$ cat config.mk
export PLATFORM = sky130hd
export DESIGN_NAME = ipv4_packet_header_classifier_unit_flat
export DESIGN_NICKNAME = d
export VERILOG_FILES = /design/src/rtl/phc_pkg.sv /design/src/rtl/phc_ifs.sv /design/src/rtl/phc_parser.sv /design/src/rtl/phc_queue.sv /design/src/rtl/phc_classify.sv /design/src/rtl/ipv4_packet_header_classifier_unit.sv /design/src/flat_wrapper.sv
export SDC_FILE = /design/constraint.sdc
export NUM_CORES = 1
export LEC_CHECK = 0
export BUFFER_PORTS_ARGS = -buffer_cell sky130_fd_sc_hd__buf_2
export CORE_MARGIN = 3
export CORE_UTILIZATION = 57
export CTS_CLUSTER_DIAMETER = 80
export DETAILED_ROUTE_END_ITERATION = 8
export PLACE_DENSITY = 0.75
export SYNTH_ARGS = -nofsm -noshare
export SYNTH_HDL_FRONTEND = slang
export SYNTH_SLANG_ARGS = --single-unit
$ cat constraint.sdc
create_clock -name clk -period 15.7 [get_ports clk]
set_input_delay 4.71 -clock clk [delete_from_list [all_inputs] [get_ports clk]]
set_output_delay 4.71 -clock clk [all_outputs]
set_load 0.05 [all_outputs]
$ cat src/rtl/phc_pkg.sv
// Shared types and constants for the IPv4 packet header classifier.
// No dependencies; the parser, queue, classifier and top level import this package.
`default_nettype none

package phc_pkg;

  // Depth of the frame summary queue between parser and classifier
  localparam int unsigned QUEUE_DEPTH = 2;

  // IPv4 protocol numbers
  localparam logic [7:0] PROTO_TCP = 8'd6;
  localparam logic [7:0] PROTO_UDP = 8'd17;

  // TCP flag bit positions
  localparam int unsigned BIT_FIN = 0;
  localparam int unsigned BIT_SYN = 1;
  localparam int unsigned BIT_RST = 2;
  localparam int unsigned BIT_ACK = 4;

  localparam logic [3:0] IP_VERSION_4 = 4'd4;
  localparam logic [5:0] MIN_IHL_BYTES = 6'd20;

  typedef enum logic [1:0] {
    FLAG_SF,
    FLAG_S0,
    FLAG_RSTO,
    FLAG_REJ
  } flag_code_t;

  typedef enum logic [2:0] {
    SVC_FTP,
    SVC_SSH,
    SVC_SMTP,
    SVC_DNS,
    SVC_HTTP,
    SVC_HTTPS
  } service_code_t;

  // Everything the parser captured for one frame
  typedef struct packed {
    logic [16:0] cap_length;
    logic [7:0]  header_words;
    logic [31:0] ip_source;
    logic [31:0] ip_destination;
    logic [7:0]  protocol_byte;
    logic [31:0] ports_seen;
    logic [7:0]  tcp_flag_byte;
    logic [15:0] wire_length;
  } frame_summary_t;

endpackage

`default_nettype wire

$ cat src/rtl/phc_ifs.sv
// Valid/ready channel interfaces: frame byte input and classification result.
// No dependencies.
`default_nettype none

interface phc_in_if;
  logic        valid;
  logic        ready;
  logic [7:0]  data_byte;
  logic        last_byte;
  logic [15:0] wire_length;

  modport source (output valid, data_byte, last_byte, wire_length, input ready);
  modport sink   (input valid, data_byte, last_byte, wire_length, output ready);
endinterface

interface phc_out_if;
  logic        valid;
  logic        ready;
  logic        kept;
  logic [31:0] source_address;
  logic [31:0] destination_address;
  logic [15:0] l4_sport;
  logic [15:0] l4_dport;
  logic        is_udp;
  logic [1:0]  flag_code;
  logic [2:0]  service_code;
  logic [15:0] frame_length;
  logic [31:0] accepted_total;
  logic [31:0] error_total;

  modport source (
    output valid, kept, source_address, destination_address, l4_sport,
           l4_dport, is_udp, flag_code, service_code, frame_length,
           accepted_total, error_total,
    input  ready
  );
  modport sink (
    input  valid, kept, source_address, destination_address, l4_sport,
           l4_dport, is_udp, flag_code, service_code, frame_length,
           accepted_total, error_total,
    output ready
  );
endinterface

`default_nettype wire

$ cat src/rtl/phc_parser.sv
// Front end: byte-serial frame parser that captures header fields.
// Depends on phc_pkg and phc_in_if; emits one frame summary per last byte.
`default_nettype none

module phc_parser import phc_pkg::*; #(
  parameter int unsigned LINK_HEADER_BYTES = 14
) (
  input  logic           clk,
  input  logic           rst_n,
  phc_in_if.sink         in_ch,
  output logic           sum_valid,
  input  logic           sum_ready,
  output frame_summary_t sum_data
);

  localparam logic [16:0] BASE = 17'(LINK_HEADER_BYTES);

  logic [15:0] pos_r;
  logic [7:0]  hw_r;
  logic [31:0] src_r;
  logic [31:0] dst_r;
  logic [7:0]  proto_r;
  logic [31:0] ports_r;
  logic [7:0]  flags_r;

  logic [7:0]  hw_nxt;
  logic [31:0] src_nxt;
  logic [31:0] dst_nxt;
  logic [7:0]  proto_nxt;
  logic [31:0] ports_nxt;
  logic [7:0]  flags_nxt;
  logic [16:0] pos_x;
  logic [16:0] tstart;
  logic        accept;

  assign in_ch.ready = sum_ready;
  assign accept      = in_ch.valid && sum_ready;

  // Field capture for the byte at the current position
  always_comb begin
    pos_x     = {1'b0, pos_r};
    hw_nxt    = (pos_x == BASE) ? in_ch.data_byte : hw_r;
    proto_nxt = (pos_x == BASE + 17'd9) ? in_ch.data_byte : proto_r;
    src_nxt   = src_r;
    dst_nxt   = dst_r;
    ports_nxt = ports_r;
    flags_nxt = flags_r;
    if (pos_x >= BASE + 17'd12 && pos_x <= BASE + 17'd15) begin
      src_nxt = {src_r[23:0], in_ch.data_byte};
    end
    if (pos_x >= BASE + 17'd16 && pos_x <= BASE + 17'd19) begin
      dst_nxt = {dst_r[23:0], in_ch.data_byte};
    end
    // transport header starts after the IPv4 header, using this byte's length
    tstart = BASE + {11'd0, hw_nxt[3:0], 2'b00};
    if (pos_x >= tstart && pos_x <= tstart + 17'd3) begin
      ports_nxt = {ports_r[23:0], in_ch.data_byte};
    end
    if (pos_x == tstart + 17'd13) begin
      flags_nxt = in_ch.data_byte;
    end
  end

  // Summary pushed on the last byte
  always_comb begin
    sum_valid               = accept && in_ch.last_byte;
    sum_data.cap_length     = pos_x + 17'd1;
    sum_data.header_words   = hw_nxt;
    sum_data.ip_source      = src_nxt;
    sum_data.ip_destination = dst_nxt;
    sum_data.protocol_byte  = proto_nxt;
    sum_data.ports_seen     = ports_nxt;
    sum_data.tcp_flag_byte  = flags_nxt;
    sum_data.wire_length    = in_ch.wire_length;
  end

  // Per-frame state; cleared after each frame
  always_ff @(posedge clk) begin
    if (!rst_n || (accept && in_ch.last_byte)) begin
      pos_r   <= '0;
      hw_r    <= '0;
      src_r   <= '0;
      dst_r   <= '0;
      proto_r <= '0;
      ports_r <= '0;
      flags_r <= '0;
    end else if (accept) begin
      pos_r   <= (pos_r != 16'hffff) ? pos_r + 16'd1 : pos_r;
      hw_r    <= hw_nxt;
      src_r   <= src_nxt;
      dst_r   <= dst_nxt;
      proto_r <= proto_nxt;
      ports_r <= ports_nxt;
      flags_r <= flags_nxt;
    end
  end

endmodule

`default_nettype wire

$ cat src/rtl/phc_queue.sv
// Small FIFO of frame summaries between parser and classifier.
// Depends on phc_pkg for the entry type and depth.
`default_nettype none

module phc_queue import phc_pkg::*; (
  input  logic           clk,
  input  logic           rst_n,
  input  logic           push_valid,
  output logic           push_ready,
  input  frame_summary_t push_data,
  output logic           pop_valid,
  input  logic           pop_ready,
  output frame_summary_t pop_data
);

  localparam int unsigned PTR_W = (QUEUE_DEPTH > 1) ? $clog2(QUEUE_DEPTH) : 1;
  localparam int unsigned CNT_W = $clog2(QUEUE_DEPTH + 1);
  localparam logic [PTR_W-1:0] LAST_PTR = PTR_W'(QUEUE_DEPTH - 1);
  localparam logic [CNT_W-1:0] FULL_CNT = CNT_W'(QUEUE_DEPTH);

  frame_summary_t entry_r [QUEUE_DEPTH];
  logic [PTR_W-1:0] wr_ptr_r;
  logic [PTR_W-1:0] rd_ptr_r;
  logic [CNT_W-1:0] count_r;
  logic             do_push;
  logic             do_pop;

  assign push_ready = (count_r != FULL_CNT);
  assign pop_valid  = (count_r != '0);
  assign pop_data   = entry_r[rd_ptr_r];
  assign do_push    = push_valid && push_ready;
  assign do_pop     = pop_valid && pop_ready;

  // Entry storage
  always_ff @(posedge clk) begin
    if (do_push) begin
      entry_r[wr_ptr_r] <= push_data;
    end
  end

  // Pointers and fill count
  always_ff @(posedge clk) begin
    if (!rst_n) begin
      wr_ptr_r <= '0;
      rd_ptr_r <= '0;
      count_r  <= '0;
    end else begin
      if (do_push) begin
        wr_ptr_r <= (wr_ptr_r == LAST_PTR) ? '0 : wr_ptr_r + PTR_W'(1);
      end
      if (do_pop) begin
        rd_ptr_r <= (rd_ptr_r == LAST_PTR) ? '0 : rd_ptr_r + PTR_W'(1);
      end
      if (do_push && !do_pop) begin
        count_r <= count_r + CNT_W'(1);
      end else if (do_pop && !do_push) begin
        count_r <= count_r - CNT_W'(1);
      end
    end
  end

endmodule

`default_nettype wire

$ cat src/rtl/phc_classify.sv
// Back end: checks a frame summary, classifies flags and service, keeps totals.
// Depends on phc_pkg and phc_out_if; drives the registered result channel.
`default_nettype none

module phc_classify import phc_pkg::*; #(
  parameter int unsigned LINK_HEADER_BYTES = 14
) (
  input  logic           clk,
  input  logic           rst_n,
  input  logic           sum_valid,
  output logic           sum_ready,
  input  frame_summary_t sum_data,
  phc_out_if.source      out_ch
);

  localparam logic [16:0] BASE = 17'(LINK_HEADER_BYTES);

  function automatic logic noise_address(input logic [31:0] a);
    logic [7:0] first;
    logic [7:0] second;
    first  = a[31:24];
    second = a[23:16];
    return (first == 8'd0) || (first == 8'd127) || (first >= 8'd224) ||
           (first == 8'd169 && second == 8'd254);
  endfunction

  function automatic flag_code_t flag_class(input logic [7:0] f);
    flag_code_t code;
    if (f[BIT_SYN] && !f[BIT_ACK]) begin
      code = FLAG_S0;
    end else if (f[BIT_RST]) begin
      code = FLAG_RSTO;
    end else if (f[BIT_FIN] || f[BIT_ACK]) begin
      code = FLAG_SF;
    end else begin
      code = FLAG_REJ;
    end
    return code;
  endfunction

  function automatic service_code_t service_class(input logic [15:0] port);
    service_code_t svc;
    case (port) inside
      16'd20, 16'd21: svc = SVC_FTP;
      16'd22: svc = SVC_SSH;
      16'd25, 16'd110, 16'd143, 16'd465, 16'd587, 16'd993, 16'd995: svc = SVC_SMTP;
      16'd53: svc = SVC_DNS;
      16'd443: svc = SVC_HTTPS;
      default: svc = SVC_HTTP;
    endcase
    return svc;
  endfunction

  logic        out_valid_r;
  logic        kept_r;
  logic [31:0] src_r;
  logic [31:0] dst_r;
  logic [15:0] sport_r;
  logic [15:0] dport_r;
  logic        udp_r;
  flag_code_t  flag_r;
  service_code_t svc_r;
  logic [15:0] len_r;
  logic [31:0] kept_cnt_r;
  logic [31:0] err_cnt_r;
  logic [31:0] kept_cnt_nxt;
  logic [31:0] err_cnt_nxt;

  logic        pop;
  logic [16:0] ihl_bytes;
  logic [16:0] hdr_end;
  logic        is_tcp;
  logic        is_udp;
  logic        keep;
  flag_code_t  flag;

  assign sum_ready = !out_valid_r || out_ch.ready;
  assign pop       = sum_valid && sum_ready;

  // Frame checks and classification
  always_comb begin
    ihl_bytes = {11'd0, sum_data.header_words[3:0], 2'b00};
    hdr_end   = BASE + ihl_bytes;
    is_tcp    = (sum_data.protocol_byte == PROTO_TCP);
    is_udp    = (sum_data.protocol_byte == PROTO_UDP);
    keep      = 1'b1;
    if (sum_data.cap_length < BASE + 17'd20) begin
      keep = 1'b0;
    end
    if (sum_data.header_words[7:4] != IP_VERSION_4 ||
        ihl_bytes < {11'd0, MIN_IHL_BYTES} || sum_data.cap_length < hdr_end) begin
      keep = 1'b0;
    end
    if (noise_address(sum_data.ip_source) || noise_address(sum_data.ip_destination)) begin
      keep = 1'b0;
    end
    if (!is_tcp && !is_udp) begin
      keep = 1'b0;
    end
    // transport header length: 20 bytes TCP, 8 bytes UDP
    if (is_tcp && sum_data.cap_length < hdr_end + 17'd20) begin
      keep = 1'b0;
    end
    if (is_udp && sum_data.cap_length < hdr_end + 17'd8) begin
      keep = 1'b0;
    end
    flag         = is_tcp ? flag_class(sum_data.tcp_flag_byte) : FLAG_SF;
    kept_cnt_nxt = keep ? kept_cnt_r + 32'd1 : kept_cnt_r;
    err_cnt_nxt  = (keep && flag != FLAG_SF) ? err_cnt_r + 32'd1 : err_cnt_r;
  end

  // Control and totals
  always_ff @(posedge clk) begin
    if (!rst_n) begin
      out_valid_r <= 1'b0;
      kept_cnt_r  <= '0;
      err_cnt_r   <= '0;
    end else begin
      if (pop) begin
        out_valid_r <= 1'b1;
        kept_cnt_r  <= kept_cnt_nxt;
        err_cnt_r   <= err_cnt_nxt;
      end else if (out_ch.ready) begin
        out_valid_r <= 1'b0;
      end
    end
  end

  // Result payload register; dropped frames give zero fields apart from the wire length
  always_ff @(posedge clk) begin
    if (pop) begin
      kept_r  <= keep;
      src_r   <= keep ? sum_data.ip_source : '0;
      dst_r   <= keep ? sum_data.ip_destination : '0;
      sport_r <= keep ? sum_data.ports_seen[31:16] : '0;
      dport_r <= keep ? sum_data.ports_seen[15:0] : '0;
      udp_r   <= keep && is_udp;
      flag_r  <= keep ? flag : FLAG_SF;
      svc_r   <= keep ? service_class(sum_data.ports_seen[15:0]) : SVC_FTP;
      len_r   <= sum_data.wire_length;
    end
  end

  assign out_ch.valid               = out_valid_r;
  assign out_ch.kept                = kept_r;
  assign out_ch.source_address      = src_r;
  assign out_ch.destination_address = dst_r;
  assign out_ch.l4_sport            = sport_r;
  assign out_ch.l4_dport            = dport_r;
  assign out_ch.is_udp              = udp_r;
  assign out_ch.flag_code           = flag_r;
  assign out_ch.service_code        = svc_r;
  assign out_ch.frame_length        = len_r;
  assign out_ch.accepted_total      = kept_cnt_r;
  assign out_ch.error_total         = err_cnt_r;

endmodule

`default_nettype wire

$ cat src/rtl/ipv4_packet_header_classifier_unit.sv
// IPv4 packet header classifier, top level.
// Usage:
//   in_ch carries one captured Ethernet frame byte per transaction, in wire
//   order, with last_byte on the final byte and wire_length sampled there.
//   The first LINK_HEADER_BYTES bytes are skipped as link header.
//   out_ch carries one result per frame: kept flag, addresses, ports,
//   protocol, TCP flag class, service class, wire length and the wrapping
//   kept/error totals. Dropped frames give zero classification fields.
// Throughput: one byte per cycle sustained; in_ch.ready stays high while the
//   summary queue has room. Each frame yields at most one summary per cycle.
// Result path: the summary of the last accepted byte passes through the summary
//   queue register, then the result register, which raises out_ch.valid.
// Stalls: while out_ch.ready is low the result register holds, the classifier
//   stops, and the two-entry summary queue fills; only when it is full does
//   in_ch.ready drop.
// Reset: rst_n (synchronous, active low) clears the byte position, captured
//   fields, queue and totals; the block is ready on the first cycle after.
// Depends on phc_pkg, phc_ifs, phc_parser, phc_queue and phc_classify.
`default_nettype none

module ipv4_packet_header_classifier_unit import phc_pkg::*; #(
  parameter int unsigned LINK_HEADER_BYTES = 14
) (
  input  logic      clk,
  input  logic      rst_n,
  phc_in_if.sink    in_ch,
  phc_out_if.source out_ch
);

  frame_summary_t push_data;
  frame_summary_t head_data;
  logic           push_valid;
  logic           push_ready;
  logic           head_valid;
  logic           head_ready;

  phc_parser #(
    .LINK_HEADER_BYTES(LINK_HEADER_BYTES)
  ) u_parser (
    .clk      (clk),
    .rst_n    (rst_n),
    .in_ch    (in_ch),
    .sum_valid(push_valid),
    .sum_ready(push_ready),
    .sum_data (push_data)
  );

  phc_queue u_queue (
    .clk       (clk),
    .rst_n     (rst_n),
    .push_valid(push_valid),
    .push_ready(push_ready),
    .push_data (push_data),
    .pop_valid (head_valid),
    .pop_ready (head_ready),
    .pop_data  (head_data)
  );

  phc_classify #(
    .LINK_HEADER_BYTES(LINK_HEADER_BYTES)
  ) u_classify (
    .clk      (clk),
    .rst_n    (rst_n),
    .sum_valid(head_valid),
    .sum_ready(head_ready),
    .sum_data (head_data),
    .out_ch   (out_ch)
  );

`ifndef SYNTHESIS
  // A frame summary is only pushed when the queue can take it
  assert property (@(posedge clk) disable iff (!rst_n)
    push_valid |-> push_ready)
    else $error("summary pushed into full queue");

  // A new result appears only after a summary was popped
  assert property (@(posedge clk) disable iff (!rst_n)
    $rose(out_ch.valid) |-> $past(head_valid && head_ready))
    else $error("result without popped summary");

  // Dropped frames carry zero classification fields
  assert property (@(posedge clk) disable iff (!rst_n)
    (out_ch.valid && !out_ch.kept) |->
      (out_ch.source_address == '0 && out_ch.l4_dport == '0 &&
       out_ch.flag_code == '0 && !out_ch.is_udp))
    else $error("dropped frame with nonzero fields");
`endif

endmodule

`default_nettype wire
$ cat src/flat_wrapper.sv
// flat-port wrapper written by rule: the top's interface ports become plain ports
module ipv4_packet_header_classifier_unit_flat import phc_pkg::*;
#(
  parameter int unsigned LINK_HEADER_BYTES = 14
)
  (clk, rst_n, in_ch_valid, in_ch_data_byte, in_ch_last_byte, in_ch_wire_length, in_ch_ready, out_ch_valid, out_ch_kept, out_ch_source_address, out_ch_destination_address, out_ch_l4_sport, out_ch_l4_dport, out_ch_is_udp, out_ch_flag_code, out_ch_service_code, out_ch_frame_length, out_ch_accepted_total, out_ch_error_total, out_ch_ready);
  phc_in_if in_ch_i ();
  phc_out_if out_ch_i ();
  input  logic clk;
  input  logic rst_n;
  input wire logic [$bits(in_ch_i.valid)-1:0] in_ch_valid;
  input wire logic [$bits(in_ch_i.data_byte)-1:0] in_ch_data_byte;
  input wire logic [$bits(in_ch_i.last_byte)-1:0] in_ch_last_byte;
  input wire logic [$bits(in_ch_i.wire_length)-1:0] in_ch_wire_length;
  output wire logic [$bits(in_ch_i.ready)-1:0] in_ch_ready;
  output wire logic [$bits(out_ch_i.valid)-1:0] out_ch_valid;
  output wire logic [$bits(out_ch_i.kept)-1:0] out_ch_kept;
  output wire logic [$bits(out_ch_i.source_address)-1:0] out_ch_source_address;
  output wire logic [$bits(out_ch_i.destination_address)-1:0] out_ch_destination_address;
  output wire logic [$bits(out_ch_i.l4_sport)-1:0] out_ch_l4_sport;
  output wire logic [$bits(out_ch_i.l4_dport)-1:0] out_ch_l4_dport;
  output wire logic [$bits(out_ch_i.is_udp)-1:0] out_ch_is_udp;
  output wire logic [$bits(out_ch_i.flag_code)-1:0] out_ch_flag_code;
  output wire logic [$bits(out_ch_i.service_code)-1:0] out_ch_service_code;
  output wire logic [$bits(out_ch_i.frame_length)-1:0] out_ch_frame_length;
  output wire logic [$bits(out_ch_i.accepted_total)-1:0] out_ch_accepted_total;
  output wire logic [$bits(out_ch_i.error_total)-1:0] out_ch_error_total;
  input wire logic [$bits(out_ch_i.ready)-1:0] out_ch_ready;
  assign in_ch_i.valid = in_ch_valid;
  assign in_ch_i.data_byte = in_ch_data_byte;
  assign in_ch_i.last_byte = in_ch_last_byte;
  assign in_ch_i.wire_length = in_ch_wire_length;
  assign in_ch_ready = in_ch_i.ready;
  assign out_ch_valid = out_ch_i.valid;
  assign out_ch_kept = out_ch_i.kept;
  assign out_ch_source_address = out_ch_i.source_address;
  assign out_ch_destination_address = out_ch_i.destination_address;
  assign out_ch_l4_sport = out_ch_i.l4_sport;
  assign out_ch_l4_dport = out_ch_i.l4_dport;
  assign out_ch_is_udp = out_ch_i.is_udp;
  assign out_ch_flag_code = out_ch_i.flag_code;
  assign out_ch_service_code = out_ch_i.service_code;
  assign out_ch_frame_length = out_ch_i.frame_length;
  assign out_ch_accepted_total = out_ch_i.accepted_total;
  assign out_ch_error_total = out_ch_i.error_total;
  assign out_ch_i.ready = out_ch_ready;
  ipv4_packet_header_classifier_unit #(.LINK_HEADER_BYTES(LINK_HEADER_BYTES)) u_core (.clk(clk), .rst_n(rst_n), .in_ch(in_ch_i), .out_ch(out_ch_i));
endmodule
# After elaboration in Yosys (flattened, before gate mapping)
# Memory sizes are Yosys's and may differ from the RTL's. A register that Yosys moved wholly into a read port is not among the register bits.
# Index checks and enable logic that the tools add are counted.
[op_classes] addsub=14 magnitude_cmp=13 eq_ne=26 mux=30 n_bitwise=1 n_reduce_logical=49
[ops] op="two-way mux 32 bit" count=3
[ops] op="== test 16 x 5 -> 1 bit (second input constant)" count=5
[ops] op="adder 32 x 1 -> 32 bit (second input constant)" count=2
[ops] op="== test 16 x 10 -> 1 bit (second input constant)" count=3
[ops] op="< comparator 17 x 8 -> 1 bit" count=2
[ops] op="== test 16 x 9 -> 1 bit (second input constant)" count=2
[ops] op="== test 8 bit (second input constant)" count=4
[ops] op=">= comparator 16 x 5 -> 1 bit (second input constant)" count=2
[ops] op="two-way mux 8 bit" count=3
[ops] op="adder 16 x 1 -> 17 bit (second input constant)" count=1
[ops] op="logical AND 1 bit" count=17
[ops] op="< comparator 17 x 6 -> 1 bit (second input constant)" count=1
[ops] op="< comparator 17 x 7 -> 1 bit" count=1
[ops] op="adder 16 x 1 -> 16 bit (second input constant)" count=1
[ops] op="adder 7 x 4 -> 8 bit (second input constant)" count=2
[ops] op="== test 16 x 4 -> 1 bit (second input constant)" count=1
[ops] op="== test 16 x 6 -> 1 bit (second input constant)" count=1
[ops] op="== test 16 x 7 -> 1 bit (second input constant)" count=1
[ops] op="== test 16 x 8 -> 1 bit" count=1
[ops] op="== test 16 x 8 -> 1 bit (second input constant)" count=1
[ops] op="== test 8 x 7 -> 1 bit (second input constant)" count=2
[ops] op=">= comparator 16 x 7 -> 1 bit" count=1
[ops] op=">= comparator 8 bit (second input constant)" count=2
[ops] op="less-or-equal comparator 16 x 5 -> 1 bit (second input constant)" count=1
[ops] op="26 further kinds" count=73
[totals] regBits=324 ram_bits=306 in_bits=29 word_cells=158 memories=1
[memory_table] memory="u_core.u_queue.entry_r" depth=2 width=153 read_ports=1 rd_clocked_by_memory_dff=1 wr=1 line_no="phc_queue.sv:21" text="frame_summary_t entry_r [QUEUE_DEPTH];"

# Logic depth before layout (Yosys ltp)
# Gate-level depths: netlist (run 1).
[logic_depth] word_depth=11 mapped_depth=22

# Cells and area by module
# From an unflattened synthesis (run 1), not the netlist that was laid out.
[unflattened] hier_cells=2188 area_unflattened_um2=27976.8
[modules_own_cells] mod="phc_queue" instances=1 cells_per_inst=500 area_per_inst_um2=11558.6 seq_area_each_um2=9288.9
[modules_own_cells] mod="phc_classify" instances=1 cells_per_inst=802 area_per_inst_um2=8803.4 seq_area_each_um2=4874.7
[modules_own_cells] mod="phc_parser" instances=1 cells_per_inst=886 area_per_inst_um2=7614.8 seq_area_each_um2=2722.6

# Worst setup path before layout (run 1)
# OpenSTA, ideal clock, no wires.
[synth_timing] path_type="input -> register" startpoint="in in_ch_valid" endpoint="mem u_core.u_queue.entry_r[0][0] (netlist bit) (enable)" arrival_time_ns=11.221 t_required_ns=15.042 setup_slack_ns=3.822 stages=4 cell_sequence="and2_1 clkbuf_1 nand2_1 nor2_1"
[synth_via] elab_chain_len=5
[synth_rtl] element="from (decl)" line_no="flat_wrapper.sv:11" text="input wire logic [$bits(in_ch_i.valid)-1:0] in_ch_valid;"
[synth_rtl] element="logical AND 1 bit" line_no="phc_parser.sv:37" text="assign accept = in_ch.valid && sum_ready;"
[synth_rtl] element="logical AND 1 bit" line_no="phc_parser.sv:66" text="sum_valid = accept && in_ch.last_byte;"
[synth_rtl] element="logical AND 1 bit" line_no="phc_queue.sv:31" text="assign do_push = push_valid && push_ready;"
[synth_rtl] element="two-way mux 1 bit" line_no="phc_queue.sv:36" text="if (do_push) begin"
[synth_rtl] element="two-way mux 1 bit (not written as such)" line_no="phc_queue.sv:37" text="entry_r[wr_ptr_r] <= push_data;"
[synth_rtl] element="to (decl)" line_no="phc_queue.sv:21"
# No other way between the ends.

==> summary.md, run 1 <==
| Metric | Value |
|---|---|
| Critical Path Source Type | `input port` |
| Syn nets | `2236` |
| Layout Skew | `0.0199 ns` |
| CTS clk-pin slew, worst paths | `0.06 ns` |
| Syn Inst Count | `2168` |
| Total track usage | `23.5%` |
| Initial Utilization | `57.9%` |
| Hold Fails Final Rpt | `0` |
| Post-synth top flop | `edfxtp_1` |
| Reg2Reg Capture Point | `u_core.u_classify.out_ch.source_address[2]$_SDFFCE_PP0P_` |
| Fmax | `124 MHz` |
| Antenna Nets Post-Route | `0` |
| Drt wl/cell | `19.9 um` |
| Final wirelength | `59.2 mm` |
| Final Cell Area | `29900 um2` |
| Outcome | `completed` |
| CTS Buffer Depth | `3` |
| N_diodes | `0` |
| Reg2Reg Depth | `15` |
| H-tree depth | `2` |
| Cell Area, Placed | `27900 um2` |
| CP peak stage delay | `0.48 ns` |
| Die span in x | `221 um` |
| Post-route setup TNS | `0 ns` |
| DRT iter0 DRCs | `1344` |
| Antenna violations before repair | `0` |
| Vias in the first global route | `17500` |
| Filler cells | `3342` |
| Final worst setup slack | `7.67 ns` |
| Async SR Flop Fraction | `0%` |
| Seq. cell area | `16500 um2` |
| Final core utilization | `65.6%` |
| Crit path top cell by count | `ha_1` |
| Mean Syn Cell Area | `12.2 um2` |
| Slowest CP cell | `or4_1` |
| Arr. time, crit path | `8.53 ns` |
| VDD IR max | `0.120 mV` |
| First-pass DRT Iterations | `6` |
| Synth warn | `0` |
| Synth Cell Area | `26400 um2` |
| R2r setup slk | `9.23 ns` |
| Die ar. | `48900 um2` |
| CTS Buf Count | `61` |
| Largest net degree at the start of global routing | `129` |
| Dpl ws | `7.09 ns` |
| Io pins | `214` |
| Number of synthesized flops with an enable pin | `415` |
| Post-layout nets | `2397` |
| Clock Root Buffer | `clkbuf_16` |
| DRC Markers | `0` |
| CTS tree | `built` |
| WHS Endpoint | `u_core.u_parser.hw_r[4]$_SDFFE_PP0P_` |
| CORE AREA | `45600 um2` |
| Crit path time final | `8.03 ns` |
| Post-CTS setup buffers | `0` |
| Yosys top cell area share | `47.2%` |
| Crit-path max FO | `32` |
| Distinct cells, synth | `71` |
| Hpwl dp | `36.6 mm` |
| Vias | `17800` |
| Crit path required time | `16.20 ns` |
| Die H | `221 um` |
| GP Congestion | `0.876` |
| Least-Margin Pin Slew | `1.12 ns` |
| Hold path start | `u_core.u_parser.hw_r[4]$_SDFFE_PP0P_` |
| Area of the multi-input gates | `9310 um2` |
| Cell chain of the critical path | `buf_2 > mux2i_1 > ha_1 > nand2b_1 > a21boi_1 > or2_1 > nor3_1 > xor2_1 > ha_1 > nand3_1 > or4_1 > a221o_1 > buf_4 > mux2_2 > o21a_1` |
| IO Port Bufs | `213` |
| Sequential area share after synthesis | `62.5%` |
| # hold bufs at CTS | `0` |
| Leading area contributor after synthesis | `edfxtp_1` |
| FP Rows | `78` |
| Final setup viols | `0` |
| Lkg Pwr | `0.0111 uW` |
| Clk sinks | `617` |
| Cell area power density | `161 nW/um2` |
| RSZ-0062 raised after global routing | `false` |
| Max-slew violations | `0` |
| Max-slew headroom | `25.1%` |
| First-pass GRT wire length | `94.1 mm` |
| Syn-to-layout area delta | `13.2%` |
| Hold-critical path depth | `2` |
| Layout cells sized above 1 | `20.4%` |
| Worst setup path class | `in2reg` |
| Hold WC Path Type | `reg2reg` |
| Post_cts resized | `0` |
| # Max-Cap Violations | `0` |
| Clock Latency Late Sink | `0.62 ns` |
| GRT Residual Overflow | `0` |
| Synth top area cells | `edfxtp_1, dfxtp_1, mux2_2, nor2_1, mux2i_1` |
| Drt via density | `5.97` |
| Critical path capture point type | `flop` |
| Final period utilization | `51.2%` |
| Yosys reg bits | `617` |
==> registers in the layout (all words and copies together) (netlist names), 4 cells and up, named ones only <==
| signal | cells |
|---|---|
| u_core.u_queue.entry_r | 296 |
| u_core.u_classify.out_ch.accepted_total | 32 |
| u_core.u_classify.out_ch.destination_address | 32 |
| u_core.u_classify.out_ch.error_total | 32 |
| u_core.u_classify.out_ch.source_address | 32 |
| u_core.u_parser.dst_r | 32 |
| u_core.u_parser.ports_r | 32 |
| u_core.u_parser.src_r | 32 |
| u_core.u_classify.out_ch.frame_length | 16 |
| u_core.u_classify.out_ch.l4_dport | 16 |
| u_core.u_classify.out_ch.l4_sport | 16 |
| u_core.u_parser.pos_r | 16 |
| u_core.u_parser.hw_r | 8 |
| u_core.u_parser.proto_r | 8 |
| u_core.u_parser.flags_r | 4 |
==> cell usage after synthesis, drive strengths merged, types with 26 or more instances <==
cell / count
o21a: 37
edfxtp: 415
nand2b: 47
ha: 39
inv: 30
dfxtp: 202
a21oi: 50
nand3: 45
nand2: 102
nand4: 29
nor3: 89
o41ai: 26
o31ai: 26
nor4: 30
clkbuf: 99
mux2i: 121
buf: 34
mux2: 142
or4: 34
nor2: 354
==> layer usage <==
metal	track usage (%)	wire, um	part of all wire [%]	vias up
met5	0	0	0	-
met4	7.13	1400	2.4	0
met3	3.16	3240	5.5	111
met2	39.5	28800	49	601
met1	32.1	25700	43	8768
li1	-	-	-	8328
==> critical path, delay by kind of cell <==
| family | cells | cell delay (ns) |
|---|---|---|
| AO/OA/AOI/OAI | 3 | 0.58 |
| adder cells (fa/ha/maj) | 2 | 0.62 |
| XOR/XNOR | 1 | 0.10 |
| buffers and inverters | 2 | 0.48 |
| AND/OR/NAND/NOR | 5 | 1.22 |
| multiplexers | 2 | 0.79 |
==> through the flow <==
stage	hold slack, ns	power (uW)	instances
floorplan	0.434	3100	2168
global placement	0.439	3350	2866
detailed placement	0.445	3390	2866
CTS	0.455	4840	2981
global route	0.477	5000	2981
finish	0.458	4800	2981
==> layout by cell type, fill, tap and decap left out, drive strengths merged, types with 7 or more instances in the layout <==
cell type / instances
nor3: 89
or3: 7
o21a: 37
nor2b: 7
o311ai: 24
clkinv: 24
nand4b: 7
nand4: 29
dfxtp: 202
nand2b: 47
inv: 30
nand2: 102
or4: 34
nor2: 354
buf: 231
or2: 7
a21o: 7
a21oi: 50
mux2i: 121
o31ai: 26
and3: 22
edfxtp: 415
xor2: 24
o41ai: 26
mux2: 142
clkbuf: 86
and2: 8
ha: 39
o21ai: 22
nand3: 45
xnor2: 20
nor4: 30
==> where the power goes <==
| part | switching, uW | internal [uW] |
|---|---|---|
| clock | 600 | 839 |
| sequential | 116 | 2020 |
| combinational | 885 | 342 |
==> layout make-up <==
cell class / count / area share (%)
sequential: 617 / 55.3
multi-input combinational: 1388 / 31.2
clock buffer: 86 / 5.73
timing repair buffer: 231 / 4.02
tap: 600 / 2.51
clock inverter: 29 / 0.925
inverter: 30 / 0.394
==> kinds of logic (layout without fill, tap and decap cells) <==
kind of cell / after synthesis / in the layout / synth area share (%)
buffers and inverters: 163 / 376 / 2.37
adders and majority gates: 39 / 39 / 1.85
xor gates and xnor gates: 44 / 44 / 1.46
muxes: 263 / 263 / 10.7
AOI/OAI and AO/OA: 228 / 228 / 6.19
other: 1 / 1 / 0.0142
and+or+nand+nor: 813 / 813 / 14.9
DFF: 617 / 617 / 62.5
==> worst max path at each step <==
stage / endpoint / slack [ns] / depth (start not counted) / startpoint
6_report: u_core.u_parser.ports_r[23]$_SDFFE_PP0P_ / 7.67 / 15 / in_ch_data_byte[0]
5_1_grt: u_core.u_parser.ports_r[6]$_SDFFE_PP0P_ / 7.43 / 15 / in_ch_data_byte[0]
4_1_cts: u_core.u_parser.ports_r[21]$_SDFFE_PP0P_ / 7.73 / 15 / in_ch_data_byte[1]
3_5_place_dp: u_core.u_parser.ports_r[31]$_SDFFE_PP0P_ / 7.09 / 15 / in_ch_data_byte[1]
3_3_place_gp: u_core.u_parser.ports_r[31]$_SDFFE_PP0P_ / 7.12 / 15 / in_ch_data_byte[0]
2_1_floorplan: u_core.u_queue.entry_r[0][0]$_DFFE_PP_ / 3.82 / 4 / in_ch_valid
No activity file was read; power rests on OpenSTA's default activity.
==> run 2: changes to the inputs <==
CORE_UTILIZATION = 54   (was 57)
clock period = 6.7 ns   (was 15.7 ns; I/O delays follow)
==> run 2 against run 1 <==
Sequential share of layout area shrank 0.33 points. Global-route usage is 0.81 points lower. Final cell count rose by 0.64%. Combinational power up 140%. Wire length rose by 0.14%. Register-to-register slack worse by 8.0 ns. Via count down 0.64%. Worst setup slack worse by 6.4 ns. Non-clock buffer count increased by 4. Clock power up 140%. Core utilization down 3.0 points. Largest cell class unchanged. Highest routed layer unchanged.
==> summary.md, run 2 (synthesis results as in run 1) <==
| Metric | Value |
|---|---|
| Layout Skew | `0.0364 ns (+0.0165 ns)` |
| Least-Margin Pin Slew | `1.10 ns (-0.0259 ns)` |
| Worst setup path class | `reg2reg` |
| First-pass GRT wire length | `93.2 mm (-0.98%)` |
| Dpl ws | `0.767 ns (-6.32 ns)` |
| DRC Markers | `0 (unchanged)` |
| Hold WC Path Type | `reg2reg` |
| CTS Buf Count | `60 (-1.6%)` |
| Critical Path Source Type | `flop` |
| WHS Endpoint | `u_core.u_parser.proto_r[0]$_SDFFE_PP0P_` |
| Crit-path max FO | `32 (unchanged)` |
| Reg2Reg Depth | `18 (+3)` |
| Vias | `17700 (-0.64%)` |
| Clock Root Buffer | `clkbuf_16` |
| Arr. time, crit path | `5.99 ns (-2.54 ns)` |
| Hold_ws | `0.459 ns (+0.00173 ns)` |
| Reg2Reg Capture Point | `u_core.u_parser.ports_r[4]$_SDFFE_PP0P_` |
| Hold path start | `u_core.u_parser.proto_r[0]$_SDFFE_PP0P_` |
| Final setup viols | `0 (unchanged)` |
| Die ar. | `51600 um2 (+5.4%)` |
| CTS clk-pin slew, worst paths | `0.06 ns (about the same)` |
| # hold bufs at CTS | `0 (unchanged)` |
| PnR Total Power | `11400 uW (+140%)` |
| Post_cts resized | `0 (unchanged)` |
| RSZ-0062 raised after global routing | `false` |
| Number of flip-flops in the largest register | `296 (unchanged)` |
| # Max-Cap Violations | `0 (unchanged)` |
| Antenna Nets Post-Route | `0 (unchanged)` |
| Hold Fails Final Rpt | `0 (unchanged)` |
| Post-layout nets | `2400 (+0.13%)` |
| Lkg Pwr | `0.0111 uW (+0.67%)` |
| CORE AREA | `48000 um2 (+5.4%)` |
| Seq. cell area | `16500 um2 (unchanged)` |
| Critical path capture point type | `flop` |
| Max-slew violations | `0 (unchanged)` |
| VDD IR max | `0.297 mV (+150%)` |
| Die H | `227 um (+2.7%)` |
| Initial Utilization | `54.9% (-3.0 points)` |
| Worst r2r src | `u_core.u_parser.pos_r[1]$_SDFFE_PP0P_` |
| Slowest CP cell | `or3b_2` |
| First-pass DRT Iterations | `5 (-1)` |
| Area of the multi-input gates | `9300 um2 (about the same)` |
| Cell area power density | `379 nW/um2 (+140%)` |
| Final core utilization | `62.6% (-3.0 points)` |
| Clk sinks | `617 (unchanged)` |
| Final wirelength | `59.3 mm (+0.14%)` |
| Layout cells sized above 1 | `20.8% (+0.35 points)` |
| Io pins | `214 (unchanged)` |
| Crit path top cell by count | `ha_1` |
| DRT iter0 DRCs | `1243 (-7.5%)` |
| Syn-to-layout area delta | `13.9%` |
| GP Congestion | `0.874 (-0.16%)` |
| R2r setup slk | `1.23 ns (-8.00 ns)` |
| Clock Latency Late Sink | `0.63 ns (about the same)` |
| Drt via density | `5.90 (-1.3%)` |
| Largest Register | `u_core.u_queue.entry_r` |
| Vias in the first global route | `17400 (-0.35%)` |
| CTS tree | `built` |
| Post-CTS setup buffers | `0 (unchanged)` |
| Final period utilization | `81.7%` |
| Final worst setup slack | `1.23 ns (-6.44 ns)` |
| Max-slew headroom | `26.8% (+1.7 points)` |
| Cell chain of the critical path | `ha_1 > or3b_2 > nor4_4 > buf_4 > mux2i_1 > ha_1 > nand2b_1 > a21oi_2 > or2_1 > nor3_1 > xor2_1 > ha_1 > nand3_1 > or4_1 > a221o_1 > buf_4 > mux2_2 > o21a_1` |
| IO Port Bufs | `213 (unchanged)` |
| Crit path required time | `7.22 ns (-8.98 ns)` |
| Fmax | `183 MHz` |
| Hpwl dp | `37.3 mm (+1.9%)` |
| CTS Buffer Depth | `3 (unchanged)` |
| Largest net degree at the start of global routing | `149 (+16%)` |
| Antenna violations before repair | `1 (+1)` |
| Filler cells | `3626 (+8.5%)` |
| CP peak stage delay | `0.48 ns (about the same)` |
| Commonest non-fill, non-tap cells in the layout | `edfxtp_1, nor2_1, buf_2` |
| Hold-critical path depth | `2 (unchanged)` |
| Die span in x | `227 um (+2.7%)` |
| Post-route setup TNS | `0 ns (unchanged)` |
| Crit-path leading delay family | `simple AND/OR/NAND/NOR gates` |
| Drt wl/cell | `19.8 um (-0.50%)` |
| Crit path time final | `5.47 ns` |
| Commonest non-fill, non-tap cell in the layout | `edfxtp_1` |
| CP Buf/Inv Count | `2 (unchanged)` |
| Total track usage | `22.7% (-0.81 points)` |
| GRT Residual Overflow | `0 (unchanged)` |
| H-tree depth | `2 (unchanged)` |
| FP Rows | `80 (+2.6%)` |
| Outcome | `completed` |
## run 2: power by group
part           switching, uW  total (uW)  internal, uW  leakage (uW)
sequential               248        4970          4730       0.00558
combinational           2110        2910           800       0.00453
clock                   1420        3500          2080       0.00102
total                   3780       11400          7600        0.0111
## run 2: metrics by stage
stage	area [um2]	instances
floorplan	26400	2168
global placement	28000	2885
detailed placement	28000	2885
CTS	30100	2999
global route	30100	2999
finish	30100	3000
## run 2: worst max-delay path by stage
| stage | start | to | cells after the start |
|---|---|---|---|
| final | u_core.u_parser.pos_r[1]$_SDFFE_PP0P_ | u_core.u_parser.ports_r[4]$_SDFFE_PP0P_ | 18 |
| after global routing | u_core.u_parser.pos_r[1]$_SDFFE_PP0P_ | u_core.u_parser.ports_r[6]$_SDFFE_PP0P_ | 18 |
| after CTS | u_core.u_parser.pos_r[1]$_SDFFE_PP0P_ | u_core.u_parser.ports_r[4]$_SDFFE_PP0P_ | 18 |
| after detailed placement | in_ch_data_byte[1] | u_core.u_parser.ports_r[31]$_SDFFE_PP0P_ | 15 |
| after global placement | in_ch_data_byte[1] | u_core.u_parser.ports_r[31]$_SDFFE_PP0P_ | 15 |
| after floorplan | in_ch_valid | u_core.u_queue.entry_r[0][0]$_DFFE_PP_ | 4 |
## run 2: worst min-delay path, stage by stage, from the launching register on
cell     delay, ns
dfxtp_1       0.31
nand2_1       0.05
a21oi_1       0.05
## run 2: layout make-up
class,instances,area share [%]
flip-flops and latches,617,54.9
clock inverters,27,1.14
diodes,1,0.00833
clock buffers,87,5.80
repair buffers,235,4.22
multi-input cells,1388,30.9
inverters,30,0.391
well taps,615,2.56
## run 2: metal layers
| metal | vias up | wire length, um | global-route usage [%] | share of wire (%) |
|---|---|---|---|---|
| li1 | 8320 | - | - | - |
| met1 | 8700 | 25300 | 30.6 | 43 |
| met2 | 565 | 28600 | 37.9 | 48 |
| met3 | 109 | 3720 | 3.51 | 6.3 |
| met4 | 0 | 1610 | 7.61 | 2.7 |
| met5 | - | 0 | 0 | 0 |
==> run 3: changes to the inputs <==
CORE_UTILIZATION = 57   (was 54)
clock period = 5.5 ns   (was 6.7 ns; I/O delays follow)
==> run 3 against run 2 <==
Via count increased by 0.16%. Flip-flop and latch count unchanged. Sequential share of layout area about the same. Register-to-register slack got worse by 0.83 ns. Worst hold slack got worse by 0.0028 ns. Clock power increased by 20%. Critical path type unchanged. Critical endpoint is now u_core.u_parser.ports_r[17]$_SDFFE_PP0P_.
==> summary.md, run 3 (synthesis results as in run 1) <==
| Metric | Value |
|---|---|
| Critical path capture point type | `flop` |
| Max-slew violations | `0 (unchanged)` |
| Hold Fails Final Rpt | `0 (unchanged)` |
| Crit path depth | `17 (-1)` |
| Clk sinks | `617 (unchanged)` |
| Cell Area, Placed | `28000 um2 (+0.18%)` |
| First-pass GRT wire length | `94.3 mm (+1.2%)` |
| DRT iter0 DRCs | `1580 (+27%)` |
| Internal power | `9180 uW (+21%)` |
| RSZ-0062 raised after global routing | `false` |
| Final worst setup slack | `0.396 ns (-0.831 ns)` |
| Commonest non-fill, non-tap cell in the layout | `edfxtp_1` |
| Total track usage | `23.7% (+1.0 points)` |
| Power share of the sequential group | `43.8% (about the same)` |
| CP peak stage delay | `0.50 ns (+0.02 ns)` |
| Least-Margin Pin Slew | `1.13 ns (+0.0363 ns)` |
| Dpl ws | `0.273 ns (-0.494 ns)` |
| Crit path top cell by count | `ha_1` |
| Antenna violations before repair | `7 (+6)` |
| Slowest CP cell | `dfxtp_1` |
| FP Rows | `78 (-2.5%)` |
| Arr. time, crit path | `5.60 ns (-0.39 ns)` |
| VDD IR max | `0.385 mV (+30%)` |
| Antenna Nets Post-Route | `0 (unchanged)` |
| Reg2Reg Depth | `17 (-1)` |
| Largest net degree at the start of global routing | `129 (-13%)` |
| Die H | `221 um (-2.6%)` |
| GP Congestion | `0.859 (-1.7%)` |
| CTS clk-pin slew, worst paths | `0.06 ns (about the same)` |
| CTS Buffer Depth | `3 (unchanged)` |
| Crit path required time | `6.00 ns (-1.22 ns)` |
| Clock Latency Late Sink | `0.63 ns (about the same)` |
| Max-slew headroom | `24.3% (-2.5 points)` |
| Post-layout nets | `2406 (+0.25%)` |
| DRC Markers | `0 (unchanged)` |
| IO Port Bufs | `213 (unchanged)` |
| Lkg Pwr | `0.0111 uW (+0.12%)` |
| First-pass DRT Iterations | `6 (+1)` |
| CTS tree | `built` |
| H-tree depth | `2 (unchanged)` |
| Seq. cell area | `16500 um2 (unchanged)` |
| # Max-Cap Violations | `0 (unchanged)` |
| Drt via density | `5.93 (+0.47%)` |
| Switch share | `33.6% (+0.36 points)` |
| Vias in the first global route | `17400 (-0.34%)` |
| Commonest non-fill, non-tap cells in the layout | `edfxtp_1, nor2_1, buf_2` |
| Crit-path leading delay family | `simple AND/OR/NAND/NOR gates` |
| Hpwl dp | `37.6 mm (+0.86%)` |
| Cell chain of the critical path | `ha_1 > or3b_2 > nor4_4 > mux2i_1 > ha_1 > nand2b_1 > a21boi_1 > or2_1 > nor3_1 > xor2_1 > ha_1 > nand3_1 > or4_1 > a221o_1 > buf_4 > mux2_2 > o21a_1` |
| Clock Root Buffer | `clkbuf_16` |
| Crit path time final | `5.10 ns (-0.369 ns)` |
| Area of the multi-input gates | `9300 um2 (unchanged)` |
| Final setup viols | `0 (unchanged)` |
| Cell area power density | `459 nW/um2 (+21%)` |
| CTS Buf Count | `60 (unchanged)` |
| Hold-critical path depth | `2 (unchanged)` |
| Largest Register | `u_core.u_queue.entry_r` |
| Gate power share | `25.8% (+0.3 points)` |
| Worst setup path class | `reg2reg` |
| Io pins | `214 (unchanged)` |
| Placed cells | `2876 (-0.31%)` |
| Drt wl/cell | `19.8 um (about the same)` |
| Clock share of power | `30.5% (-0.3 points)` |
| Critical Path Source Type | `flop` |
| Post-CTS setup buffers | `0 (unchanged)` |
| Net switching power | `4640 uW (+23%)` |
| Crit-path max FO | `32 (unchanged)` |
| Filler cells | `3322 (-8.4%)` |
| R2r setup slk | `0.40 ns (-0.83 ns)` |
| Die span in x | `221 um (-2.6%)` |
| Final period utilization | `92.8% (+11 points)` |
| Number of flip-flops in the largest register | `296 (unchanged)` |
| Syn-to-layout area delta | `13.9% (about the same)` |
| Fmax | `196 MHz (+7.2%)` |
| CP Buf/Inv Count | `1 (-1)` |
| Final Cell Area | `30100 um2 (about the same)` |
| Layout cells sized above 1 | `21.2% (+0.42 points)` |
| # hold bufs at CTS | `0 (unchanged)` |
| Layout Skew | `0.0284 ns (-0.00795 ns)` |
| Die ar. | `48900 um2 (-5.1%)` |
| Hold WC Path Type | `reg2reg` |
| Initial Utilization | `57.9% (+3.0 points)` |
| Final wirelength | `59.1 mm (-0.24%)` |
| Vias | `17700 (+0.16%)` |
| Post-route setup TNS | `0 ns (unchanged)` |
| Post_cts resized | `0 (unchanged)` |
| Outcome | `completed` |
| Non-Filler Instances | `2991 (-0.30%)` |
| CORE AREA | `45600 um2 (-5.1%)` |
| GRT Residual Overflow | `0 (unchanged)` |
==> run 3: cell types whose count changed in the layout (fill, tap and decap cells not counted), moves of 2 or more <==
| cell | delta |
|---|---|
| clkbuf_8 | -9 |
| clkbuf_1 | -7 |
| clkinv_2 | +5 |
| buf_12 | +2 |
| inv_6 | +4 |
| clkinvlp_4 | +4 |
| buf_4 | +4 |
==> run 3: tightest hold or removal path, cell delays in order (launching register included) <==
cell and delay [ns]:
dfxtp_1 0.31, nand2_1 0.05, a21oi_1 0.05
==> run 3: area by class of cell <==
class,count,share of cell area [%]
Antenna cell,2,0.0166
Clock buffer,70,5.22
Tap cell,600,2.50
Timing Repair Buffer,241,4.45
Multi-Input combinational cell,1388,30.9
Sequential cell,617,54.9
Inverter,30,0.391
Clock inverter,43,1.61
==> run 3: metal layers <==
layer | GRT usage, % | up-vias | part of all wire (%) | wire [um]
met3 | 3.91 | 98 | 5.8 | 3430
met2 | 39.7 | 528 | 49 | 28900
met5 | 0 | - | 0.061 | 36
li1 | - | 8340 | - | -
met4 | 6.67 | 6 | 2.2 | 1280
met1 | 32.2 | 8751 | 43 | 25500
==> run 3: power groups by stage <==
| stage | combinational, uW | sequential, uW | clock [uW] |
|---|---|---|---|
| after floorplan | 1730 | 7100 | 0 |
| after global placement | 3480 | 6110 | 0 |
| after detailed placement | 3560 | 6140 | 0 |
| after CTS | 3580 | 6050 | 4290 |
| after global routing | 3840 | 6110 | 4470 |
| final | 3560 | 6050 | 4210 |
==> run 3: path summary, 6_finish.rpt <==
kind,start,end
max,u_core.u_parser.pos_r[1]$_SDFFE_PP0P_,u_core.u_parser.ports_r[17]$_SDFFE_PP0P_
min reg2reg,u_core.u_parser.hw_r[4]$_SDFFE_PP0P_,u_core.u_parser.hw_r[4]$_SDFFE_PP0P_
min,u_core.u_parser.hw_r[4]$_SDFFE_PP0P_,u_core.u_parser.hw_r[4]$_SDFFE_PP0P_
max reg2reg,u_core.u_parser.pos_r[1]$_SDFFE_PP0P_,u_core.u_parser.ports_r[17]$_SDFFE_PP0P_
==> run 3: through the flow <==
step	util [%]	hold WS, ns	total power (uW)
6_report	66.0	0.456	13800
5_1_grt	66.0	0.475	14400
4_1_cts	66.0	0.456	13900
3_5_place_dp	61.5	0.448	9700
3_3_place_gp	61.5	0.439	9590
2_1_floorplan	-	0.434	8830
